File: config.mk
export PLATFORM = sky130hd
export DESIGN_NAME = mtgen_ctrl
export DESIGN_NICKNAME = d
export VERILOG_FILES = /design/src/design/mt19937_generator_unit_defines.svh /design/src/design/mtgen_pkg.sv /design/src/design/mtgen_ctrl.sv
export SDC_FILE = /design/constraint.sdc
export NUM_CORES = 1
export LEC_CHECK = 0
export BUFFER_PORTS_ARGS = -buffer_cell sky130_fd_sc_hd__buf_4
export CORE_AREA = 2 2 39 41
export DETAILED_ROUTE_END_ITERATION = 16
export DIE_AREA = 0 0 41 43
export GPL_ROUTABILITY_DRIVEN = 0
export HOLD_SLACK_MARGIN = 0.1
export PLACE_DENSITY_LB_ADDON = 0.25
export SETUP_SLACK_MARGIN = 0.2
export SLEW_MARGIN = 20
export SYNTH_ARGS = -nofsm -noshare
export SYNTH_HDL_FRONTEND = slang
export SYNTH_SLANG_ARGS = --single-unit
File: constraint.sdc
create_clock -name aclk -period 1.6 [get_ports aclk]
set_clock_uncertainty 0.1 [all_clocks]
set_input_delay 0.16 -clock aclk [delete_from_list [all_inputs] [get_ports aclk]]
set_output_delay 0.16 -clock aclk [all_outputs]
set_load 0.02 [all_outputs]
File: src/design/mt19937_generator_unit_defines.svh
// Assertion macros for the MT19937 generator unit.
// Included by the top level; expects aclk and aresetn in scope.
`ifndef MT19937_GENERATOR_UNIT_DEFINES_SVH
`define MT19937_GENERATOR_UNIT_DEFINES_SVH

// Same-cycle implication, checked while out of reset.
`define MTGEN_ASSERT_IMPL(label, ante, cons, msg) \
    label: assert property (@(posedge aclk) disable iff (!aresetn) (ante) |-> (cons)) \
        else $error(msg);

// Next-cycle implication, checked while out of reset.
`define MTGEN_ASSERT_NEXT(label, ante, cons, msg) \
    label: assert property (@(posedge aclk) disable iff (!aresetn) (ante) |=> (cons)) \
        else $error(msg);

`endif

File: src/design/mtgen_pkg.sv
// Shared types and constants of the MT19937 generator unit.
// No dependencies; used by the controller, the datapath and the top level.
package mtgen_pkg;

    localparam int STATE_WORDS  = 624;
    localparam int TWIST_OFFSET = 397;
    localparam int INDEX_W      = 10;

    localparam logic [INDEX_W-1:0] LAST_INDEX     = INDEX_W'(STATE_WORDS - 1);
    localparam logic [INDEX_W-1:0] UNSEEDED_INDEX = INDEX_W'(STATE_WORDS);

    localparam logic [31:0] MAG_CONST    = 32'h9908B0DF;
    localparam logic [31:0] INIT_MULT    = 32'd1812433253;
    localparam logic [31:0] TEMPER_B     = 32'h9D2C5680;
    localparam logic [31:0] TEMPER_C     = 32'hEFC60000;
    localparam logic [31:0] DEFAULT_SEED = 32'd5489;

    // Controller states.
    typedef enum logic [2:0] {
        ST_IDLE,
        ST_FILL_INIT,
        ST_FILL_MUL,
        ST_FILL_ADD,
        ST_RD_CUR,
        ST_RD_NXT,
        ST_TWIST
    } state_t;

    // Commands from the controller to the datapath.
    typedef struct packed {
        logic fill_init;
        logic fill_mul;
        logic fill_add;
        logic sel_cur;
        logic capture;
        logic twist;
    } cmd_t;

    // Status from the datapath to the controller.
    typedef struct packed {
        logic unseeded;
        logic fill_last;
        logic out_free;
    } status_t;

endpackage

File: src/design/mtgen_ctrl.sv
// Controller state machine of the MT19937 generator unit.
// Depends on mtgen_pkg; drives the datapath through cmd_t, reads status_t.
module mtgen_ctrl (
    input  logic               aclk,
    input  logic               aresetn,
    input  logic               s_valid,
    input  logic               s_draw,
    input  logic               cfg_write,
    input  mtgen_pkg::status_t status,
    output logic               s_ready,
    output mtgen_pkg::cmd_t    cmd
);

    mtgen_pkg::state_t state_reg, state_next;
    logic              pending_reg, pending_next;

    // State and pending-draw registers.
    always_ff @(posedge aclk) begin
        if (!aresetn) begin
            state_reg   <= mtgen_pkg::ST_IDLE;
            pending_reg <= 1'b0;
        end else begin
            state_reg   <= state_next;
            pending_reg <= pending_next;
        end
    end

    // Next state. A seed write always restarts the fill and can drop pending draws.
    always_comb begin
        state_next   = state_reg;
        pending_next = pending_reg;
        case (state_reg)
            mtgen_pkg::ST_IDLE: begin
                if (s_valid && s_ready && s_draw) begin
                    if (status.unseeded) begin
                        state_next   = mtgen_pkg::ST_FILL_INIT;
                        pending_next = 1'b1;
                    end else begin
                        state_next = mtgen_pkg::ST_RD_CUR;
                    end
                end
            end
            mtgen_pkg::ST_FILL_INIT: state_next = mtgen_pkg::ST_FILL_MUL;
            mtgen_pkg::ST_FILL_MUL:  state_next = mtgen_pkg::ST_FILL_ADD;
            mtgen_pkg::ST_FILL_ADD: begin
                if (!status.fill_last) begin
                    state_next = mtgen_pkg::ST_FILL_MUL;
                end else if (pending_reg) begin
                    state_next   = mtgen_pkg::ST_RD_CUR;
                    pending_next = 1'b0;
                end else begin
                    state_next = mtgen_pkg::ST_IDLE;
                end
            end
            mtgen_pkg::ST_RD_CUR: state_next = mtgen_pkg::ST_RD_NXT;
            mtgen_pkg::ST_RD_NXT: state_next = mtgen_pkg::ST_TWIST;
            mtgen_pkg::ST_TWIST: begin
                if (status.out_free) begin
                    state_next = mtgen_pkg::ST_IDLE;
                end
            end
            default: state_next = mtgen_pkg::ST_IDLE;
        endcase
        if (cfg_write) begin
            state_next = mtgen_pkg::ST_FILL_INIT;
        end
    end

    // Outputs decoded from the current state.
    always_comb begin
        s_ready = 1'b0;
        cmd     = '0;
        case (state_reg)
            mtgen_pkg::ST_IDLE:      s_ready       = !cfg_write;
            mtgen_pkg::ST_FILL_INIT: cmd.fill_init = 1'b1;
            mtgen_pkg::ST_FILL_MUL:  cmd.fill_mul  = 1'b1;
            mtgen_pkg::ST_FILL_ADD:  cmd.fill_add  = 1'b1;
            mtgen_pkg::ST_RD_CUR:    cmd.sel_cur   = 1'b1;
            mtgen_pkg::ST_RD_NXT:    cmd.capture   = 1'b1;
            mtgen_pkg::ST_TWIST:     cmd.twist     = status.out_free;
            default:                 cmd           = '0;
        endcase
    end

endmodule

==> results of run 1 <==
cells by family after synthesis:
logic type             synth area share [%]
flip-flops                             26.7
AO/OA/AOI/OAI                          22.1
AND/OR/NAND/NOR                        40.8
buffers and inverters                  10.4
final cells by class:
type	instances	area (um2)
Fill cell	162	887
Multi-Input combinational cell	29	214
Timing Repair Buffer	19	145
Clock buffer	3	22.5
Tap cell	16	20.0
Inverter	1	3.75
Sequential cell	4	91.3
metal layers:
metal | up-vias | routed length [um] | GRT usage, %
li1 | 181 | - | -
met1 | 162 | 388 | 13.9
met2 | 12 | 423 | 14.7
met4 | 0 | 0 | 8.00
met5 | - | 0 | 0
met3 | 0 | 55 | 4.71
worst max-delay path: cells and delay by family, from the launching register on:
family / cells / cell delay (ps)
DFF: 1 / 370
buffers and inverters: 1 / 150
and+or+nand+nor: 2 / 350
power breakdown:
part / total, mW / leakage, nW / internal (mW) / switching [mW]
Clock: 0.140 / 0.0138 / 0.0848 / 0.0547
Combinational: 0.0831 / 0.160 / 0.0464 / 0.0367
Sequential: 0.117 / 0.0348 / 0.103 / 0.0138
layout by cell type (no fill, tap or decap), drive strengths merged:
cell | netlist | layout
a2111oi | 1 | 1
a211oi | 2 | 2
a21oi | 1 | 1
a31o | 1 | 1
a31oi | 1 | 1
a41oi | 1 | 1
and2 | 1 | 1
and3 | 1 | 1
and3b | 1 | 1
buf | 3 | 17
clkbuf | 0 | 3
dfxtp | 4 | 4
dlygate4sd3 | 0 | 2
inv | 1 | 1
nand2 | 2 | 2
nand2b | 2 | 2
nand3b | 1 | 1
nand4 | 1 | 1
nand4bb | 1 | 1
nor2 | 2 | 2
nor2b | 1 | 1
nor3 | 3 | 3
nor3b | 2 | 2
nor4 | 1 | 1
o21a | 1 | 1
o21ai | 1 | 1
or3 | 1 | 1
per-stage QoR:
step	area [um2]	instances
detailed placement	413	64
global route	497	72
CTS	467	69
floorplan	315	37
finish	497	72
global placement	413	64
path summary, 6_finish.rpt:
path | start | depth (start not counted) | slack, ps | endpoint
setup / recovery | state_reg[1] | 3 | 220 | cmd[0]
hold / removal | s_valid | 3 | 110 | pending_reg
setup reg to reg | state_reg[1] | 4 | 250 | state_reg[0]
hold reg to reg | pending_reg | 2 | 410 | pending_reg
repair_timing:
item                                    4_1_cts  5_1_grt
hold buffers                                  2        0
gates cloned                                  0        0
endpoints found under the hold margin         2        0
pin swaps                                     0        0
gates resized for setup                       6        3
buffers inserted                              0        3
endpoints found under the setup margin        9        5
==> flow_metrics.py, run 1 <==
metrics = {
    "logic_synthesis": {
        "netlist_area_um2": 300,
        "synth_area_leaders": "dfxtp_1, buf_6, nor3_1, a211oi_1, nor3b_1",
        "ys_seq_area_share_pct": 26.7,
        "ys_ff_latch": 4,
        "synth_cell_types": 26,
        "syn-num-nets": 45,
        "yosys-top-cells-count": "dfxtp_1, nor3_1",
        "async_flop_share_pct": 0,
        "synth_top_cell_area_share_pct": 26.7,
        "yosys.cell_count.top_type": "dfxtp_1",
        "yosysTopAreaCell": "dfxtp_1",
        "synth_flop_cell": "dfxtp_1",
        "postSynthCellCount": 37,
        "syn_area_per_cell_um2": 8.12,
        "yosys_warnings": 0,
        "synth_edf_count": 0,
    },
    "timing": {
        "worst_slew_pin_slew_ps": 343,
        "finalCritPeriodShare_pct": 86.2,
        "max_clock_freq_ghz": 0.725,
        "min_period_ps": 1380,
        "hold_viol": 0,
        "setup_violations": 0,
        "hold_ws_ps": 111,
        "setup_slack_ps": 221,
        "fin_setup_tns_ps": 0,
        "rsz0062_at_grt": "yes",
        "slew_violations": 0,
        "maxSlewHeadroom_pct": 77.0,
    },
    "power_and_ir_drop": {
        "total_leakage_power_nw": 0.208,
        "ir_drop_v": 0.000323,
        "p_per_area_mw_per_mm2": 684,
        "p_total_mw": 0.340,
    },
    "cts": {
        "clkSinkCount": 4,
        "cts_root_buf": "clkbuf_4",
        "clkTransAtPathRegs_ps": 50,
        "clock_latency_ps": 250,
        "cts_buffers": 3,
        "cts_tree": "done",
        "cts-htree-levels": 1,
        "clock_path_buffers": 2,
    },
    "critical_path": {
        "arrival_ps": 1120,
        "cp_data_required_time_ps": 1340,
        "path_cells": "and2_1 > and3b_1 > buf_4",
        "critPathLaunchType": "flip-flop",
        "max_stage_delay_ps": 370,
        "crit_type": "reg -> out",
        "crit_path_end_kind": "primary output",
        "crit_fanout": 8,
        "slowest_stage": "dfxtp_4",
    },
    "finish": {
        "diodes": 0,
        "largest_reg_flops": 3,
        "syn_to_final_growth_pct": 65.4,
        "utilization_pct": 35.9,
        "fin_nets": 66,
        "drive_above_1_share_pct": 48.2,
    },
    "hold_path": {
        "hp-class": "in -> reg",
    },
    "route": {
        "drtAntennaViolNets": 0,
        "drt-initial-drc-count": 3,
        "vias": 355,
        "drc": 0,
        "wirelength_um": 868,
        "post_drt_via_cell_ratio": 4.93,
        "post_drt_wl_per_cell_um": 12.1,
        "firstDrtPassIters": 4,
    },
    "place": {
        "hpwlAfterDp_um": 557,
        "port_buffers": 14,
        "dpl_worst_slack_ps": 183,
    },
    "run_status": {
        "run_status": "finished clean",
    },
    "die": {
        "dieHeight_um": 43,
        "rows": 14,
        "core_area_mm2": 0.00138,
        "die_area_mm2": 0.00176,
        "pin_count": 15,
        "die_w_um": 41,
        "start_util_pct": 21.7,
    },
    "global_route": {
        "antenna_found_initial": 0,
        "overflow": 0,
        "grt_pass1_vias": 315,
        "grt_max_degree": 16,
        "grt_first_pass_wirelength_um": 1270,
        "grt_usage_pct": 11.2,
    },
    "flow_run": {
        "max_cap_violations": 0,
    },
}
Power figures use the tool's default switching activity.
==> run 2, diff against run 1 <==
Settings changed: CTS_BUF_LIST set to sky130_fd_sc_hd__clkbuf_8.
==> run 2 against run 1 <==
Effect of this change: first-iteration DRC count unchanged; cell area fell by 1.3%; count of clock-buffer cells in the layout unchanged; worst setup slack worse by 8.6 ps; total power up 23%; die area unchanged; worst hold slack better by 26 ps; maximum frequency fell by 0.62%; highest routed layer is now met4.
==> flow_metrics.py, run 2 (same netlist as run 1, synthesis figures left out) <==
metrics = {
    "cts": {
        "cts_tree": "done",
        "cts_root_buf": "clkbuf_8",
        "cts_buffers": 3,
        "clkTransAtPathRegs_ps": 40,
        "clock_path_buffers": 2,
        "clkSinkCount": 4,
        "cts-htree-levels": 1,
        "clock_latency_ps": 230,
    },
    "route": {
        "wirelength_um": 773,
        "firstDrtPassIters": 4,
        "post_drt_wl_per_cell_um": 11.2,
        "vias": 334,
        "drt-initial-drc-count": 3,
        "drc": 0,
        "post_drt_via_cell_ratio": 4.84,
        "drtAntennaViolNets": 0,
    },
    "place": {
        "port_buffers": 14,
        "hpwlAfterDp_um": 557,
    },
    "critical_path": {
        "path_cells": "and2_1 > and3b_1 > buf_4",
        "crit_buf_inv": 1,
        "cp_data_required_time_ps": 1340,
        "crit_type": "reg -> out",
        "slowest_stage": "dfxtp_4",
        "crit_path_end_kind": "primary output",
        "cp_top_family": "flip-flops",
        "arrival_ps": 1130,
        "max_stage_delay_ps": 430,
        "crit_fanout": 15,
        "critPathLaunchType": "flip-flop",
    },
    "global_route": {
        "grt_max_degree": 16,
        "overflow": 0,
        "grt_usage_pct": 11.8,
        "grt_first_pass_wirelength_um": 1300,
        "grt_pass1_vias": 316,
        "antenna_found_initial": 0,
    },
    "run_status": {
        "run_status": "finished clean",
    },
    "finish": {
        "drive_above_1_share_pct": 41.5,
        "layout_commonest_cell": "buf_4",
        "fin_nets": 63,
        "largest_reg_flops": 3,
        "layout_common_cells": "buf_4, nor3_1, clkbuf_8, dfxtp_4",
        "diodes": 0,
        "fillers": 155,
        "syn_to_final_growth_pct": 63.3,
    },
    "power_and_ir_drop": {
        "p_clk_share_pct": 53.5,
        "total_leakage_power_nw": 0.199,
        "ir_drop_v": 0.000359,
        "combPwrFrac_pct": 18.1,
        "p_seq_share_pct": 28.4,
        "power.net_switching_mw": 0.111,
        "p_int_mw": 0.308,
        "switching_share_pct": 26.5,
        "p_per_area_mw_per_mm2": 855,
    },
    "timing": {
        "maxSlewHeadroom_pct": 78.4,
        "hold_ws_ps": 137,
        "rsz0062_at_grt": "yes",
        "setup_violations": 0,
        "worst_slew_pin_slew_ps": 323,
        "max_clock_freq_ghz": 0.721,
        "hold_viol": 0,
        "slew_violations": 0,
        "min_period_ps": 1390,
        "fin_setup_tns_ps": 0,
        "finalCritPeriodShare_pct": 86.7,
    },
    "hold_path": {
        "hp-class": "in -> reg",
    },
    "die": {
        "pin_count": 15,
        "core_area_mm2": 0.00138,
        "die_area_mm2": 0.00176,
        "dieHeight_um": 43,
        "start_util_pct": 21.7,
        "rows": 14,
        "die_w_um": 41,
    },
    "flow_run": {
        "max_cap_violations": 0,
    },
}
## run 2: cell types whose count changed in the layout (fill, tap and decap cells not counted)
cell,previous run,this run
clkbuf_4,3,0
buf_2,1,0
inv_1,0,1
inv_2,1,0
a211oi_1,1,2
a211oi_2,1,0
buf_4,16,14
clkbuf_8,0,3
## run 2: repair_timing
action | in CTS | in global routing
gates resized for setup | 4 | 3
hold endpoints to repair | 1 | 0
endpoints found under the setup margin | 9 | 6
hold buffers | 2 | 0
pin swaps | 0 | 1
setup buffers | 0 | 0
## run 2: power groups by stage
stage	clock [mW]	combinational, mW	sequential (mW)
final	0.224	0.0757	0.119
after global routing	0.234	0.0844	0.121
after CTS	0.227	0.0761	0.120
after detailed placement	0	0.0722	0.122
after global placement	0	0.0717	0.122
after floorplan	0	0.0525	0.112
## run 2: path summary, 6_finish.rpt
kind                startpoint      endpoint  slack, ps  cells after the start
setup / recovery  state_reg[1]        cmd[0]        210                      3
hold / removal       status[2]   pending_reg        140                      3
setup reg to reg  state_reg[1]  state_reg[2]        290                      3
hold reg to reg    pending_reg   pending_reg        410                      2
## run 2: final cells by class
type | instances | area (um2) | share of cell area (%)
well taps | 16 | 20.0 | 4.08
multi-input cells | 29 | 209 | 42.6
flip-flops and latches | 4 | 91.3 | 18.6
inverters | 1 | 3.75 | 0.765
repair buffers | 16 | 125 | 25.5
clock buffers | 3 | 41.3 | 8.42
## run 2: worst min-delay path, cell delays in order
cell,delay (ps)
buf_4,90
a41oi_1,90
nor2_1,90
## run 2: metal layers
metal | track usage [%] | wire length (um)
met5 | 0 | 0
met4 | 10.0 | 31
met3 | 6.28 | 64
met2 | 14.4 | 337
met1 | 14.2 | 340
## run 2: per-stage QoR
| stage | setup WS (ps) | utilization [%] | std cells | cell area, um2 | power (mW) |
|---|---|---|---|---|---|
| final | 213 | 35.4 | 69 | 490 | 0.419 |
| after global routing | 175 | 35.4 | 69 | 490 | 0.439 |
| after CTS | 144 | 34.7 | 69 | 480 | 0.423 |
| after detailed placement | 183 | 29.8 | 64 | 413 | 0.194 |
| after global placement | 182 | 29.8 | 64 | 413 | 0.193 |
| after floorplan | 218 | - | 37 | 315 | 0.164 |
==> run 3, diff against run 2 <==
Settings changed: GPL_TIMING_DRIVEN set to 0.
==> run 3 against run 2 <==
Effect of this change: maximum frequency grew 2.5%; total power grew 2.1%; wire length grew 13%; via count grew 10%; combinational power grew 29%; die area is the same; worst setup slack gained 34 ps; global-route usage grew 0.50 points; cell area grew 9.7%; sequential share of layout area shrank 2.1 points; flip-flop and latch count is the same; worst hold slack lost 4.4 ps; critical path type unchanged; critical endpoint is now cmd[5]; largest cell class unchanged.
==> flow_metrics.py, run 3 (same netlist as run 1, synthesis figures left out) <==
metrics = {
    "place": {
        "hpwlAfterDp_um": 566,
        "port_buffers": 14,
        "dp_cells": 67,
        "dpl_worst_slack_ps": 228,
    },
    "power_and_ir_drop": {
        "p_seq_share_pct": 26.3,
        "p_per_area_mw_per_mm2": 796,
        "power.net_switching_mw": 0.110,
        "combPwrFrac_pct": 22.7,
        "p_int_mw": 0.318,
        "ir_drop_v": 0.000409,
        "p_clk_share_pct": 50.9,
        "total_leakage_power_nw": 0.225,
        "switching_share_pct": 25.6,
    },
    "finish": {
        "fin_nets": 67,
        "stdcell_count": 73,
        "diodes": 0,
        "drive_above_1_share_pct": 49.1,
        "utilization_pct": 38.9,
        "fillers": 147,
        "syn_to_final_growth_pct": 79.2,
        "multi_input_area_um2": 216,
        "layout_commonest_cell": "buf_4",
        "largest_reg_flops": 3,
        "layout_common_cells": "buf_4, clkbuf_8",
        "ff_latch_area_um2": 88.8,
    },
    "global_route": {
        "overflow": 0,
        "grt_first_pass_wirelength_um": 1410,
        "grt_pass1_vias": 320,
        "grt_max_degree": 11,
        "grt_usage_pct": 12.3,
        "antenna_found_initial": 0,
    },
    "cts": {
        "cts_buffers": 3,
        "clkTransAtPathRegs_ps": 30,
        "cts_root_buf": "clkbuf_8",
        "cts-htree-levels": 1,
        "clkSinkCount": 4,
        "clock_path_buffers": 2,
        "clock_latency_ps": 220,
        "cts_tree": "done",
    },
    "timing": {
        "worst_slew_pin_slew_ps": 340,
        "fin_setup_tns_ps": 0,
        "rsz0062_at_grt": "yes",
        "setup_violations": 0,
        "hold_viol": 0,
        "finalCritPeriodShare_pct": 84.6,
        "maxSlewHeadroom_pct": 77.3,
        "min_period_ps": 1350,
        "slew_violations": 0,
        "setup_slack_ps": 247,
        "max_clock_freq_ghz": 0.739,
    },
    "route": {
        "post_drt_via_cell_ratio": 5.04,
        "post_drt_wl_per_cell_um": 12.0,
        "firstDrtPassIters": 4,
        "drc": 0,
        "drtAntennaViolNets": 0,
        "wirelength_um": 875,
        "vias": 368,
        "drt-initial-drc-count": 3,
    },
    "critical_path": {
        "crit_fanout": 10,
        "r2r_cells": 4,
        "rr_endpoint": "state_reg[0]",
        "reg2reg_setup_slack_ps": 320,
        "critPathLaunchType": "flip-flop",
        "cp-endpoint": "cmd[5]",
        "crit_path_end_kind": "primary output",
        "cp_data_required_time_ps": 1340,
        "startpoint": "state_reg[0]",
        "r2r_start": "state_reg[1]",
        "arrival_ps": 1090,
        "crit_type": "reg -> out",
    },
    "die": {
        "pin_count": 15,
        "start_util_pct": 21.7,
        "die_w_um": 41,
        "die_area_mm2": 0.00176,
        "core_area_mm2": 0.00138,
        "rows": 14,
        "dieHeight_um": 43,
    },
    "flow_run": {
        "max_cap_violations": 0,
    },
    "run_status": {
        "run_status": "finished clean",
    },
    "hold_path": {
        "hp-class": "in -> reg",
    },
}
-- run 3: cell types whose count changed in the layout (fill, tap and decap cells not counted) --
cell | before | now
dfxtp_4 | 3 | 2
buf_2 | 0 | 1
and2_4 | 0 | 1
nor3_1 | 3 | 2
dfxtp_2 | 0 | 1
buf_6 | 0 | 2
buf_8 | 0 | 1
nor3_2 | 0 | 1
and2_1 | 1 | 0
-- run 3: worst max-delay path: stages, from the launching register on --
cell and delay (ps):
dfxtp_4 370, buf_6 140, nor3b_1 190, buf_4 170
-- run 3: area by class of cell --
type,instances,share of cell area (%)
Tap cell,16,3.72
Multi-Input combinational cell,29,40.2
Inverter,1,0.698
Buffer,3,6.98
Clock buffer,3,7.67
Timing Repair Buffer,17,24.2
Sequential cell,4,16.5
-- run 3: worst min path at each step --
stage | startpoint | endpoint | depth (start not counted)
6_report | status[2] | pending_reg | 3
4_1_cts | status[2] | pending_reg | 3
5_1_grt | s_valid | pending_reg | 3
2_1_floorplan | aresetn | state_reg[0] | 1
3_3_place_gp | aresetn | state_reg[0] | 2
3_5_place_dp | aresetn | state_reg[0] | 2
-- run 3: through the flow --
| stage | power, mW | hold WS, ps | instance area (um2) |
|---|---|---|---|
| 2_1_floorplan | 0.164 | 178 | 315 |
| 3_3_place_gp | 0.200 | 293 | 440 |
| 3_5_place_dp | 0.200 | 292 | 440 |
| 4_1_cts | 0.429 | 134 | 510 |
| 5_1_grt | 0.454 | 145 | 538 |
| 6_report | 0.428 | 132 | 538 |
-- run 3: timing repair --
item | CTS | global route
hold buffers | 2 | 0
buffers inserted | 0 | 0
endpoints found under the hold margin | 1 | 0
gates cloned | 0 | 1
resized for setup | 4 | 7
pin swaps | 0 | 1
setup endpoints to repair | 5 | 6
-- run 3: power groups by stage --
stage / Sequential (mW) / Combinational (mW) / Clock [mW]
after floorplan: 0.112 / 0.0525 / 0
after global placement: 0.113 / 0.0872 / 0
after detailed placement: 0.114 / 0.0865 / 0
after CTS: 0.114 / 0.0936 / 0.222
after global routing: 0.114 / 0.107 / 0.234
final: 0.113 / 0.0973 / 0.218
-- run 3: per-layer routing --
| metal | wire length (um) | part of all wire, % | track usage (%) | up-vias |
|---|---|---|---|---|
| met5 | 0 | 0 | 0 | - |
| met4 | 8 | 0.91 | 6.00 | 0 |
| met3 | 68 | 7.8 | 6.28 | 2 |
| met2 | 447 | 51 | 17.2 | 14 |
| met1 | 350 | 40 | 14.8 | 170 |
| li1 | - | - | - | 182 |
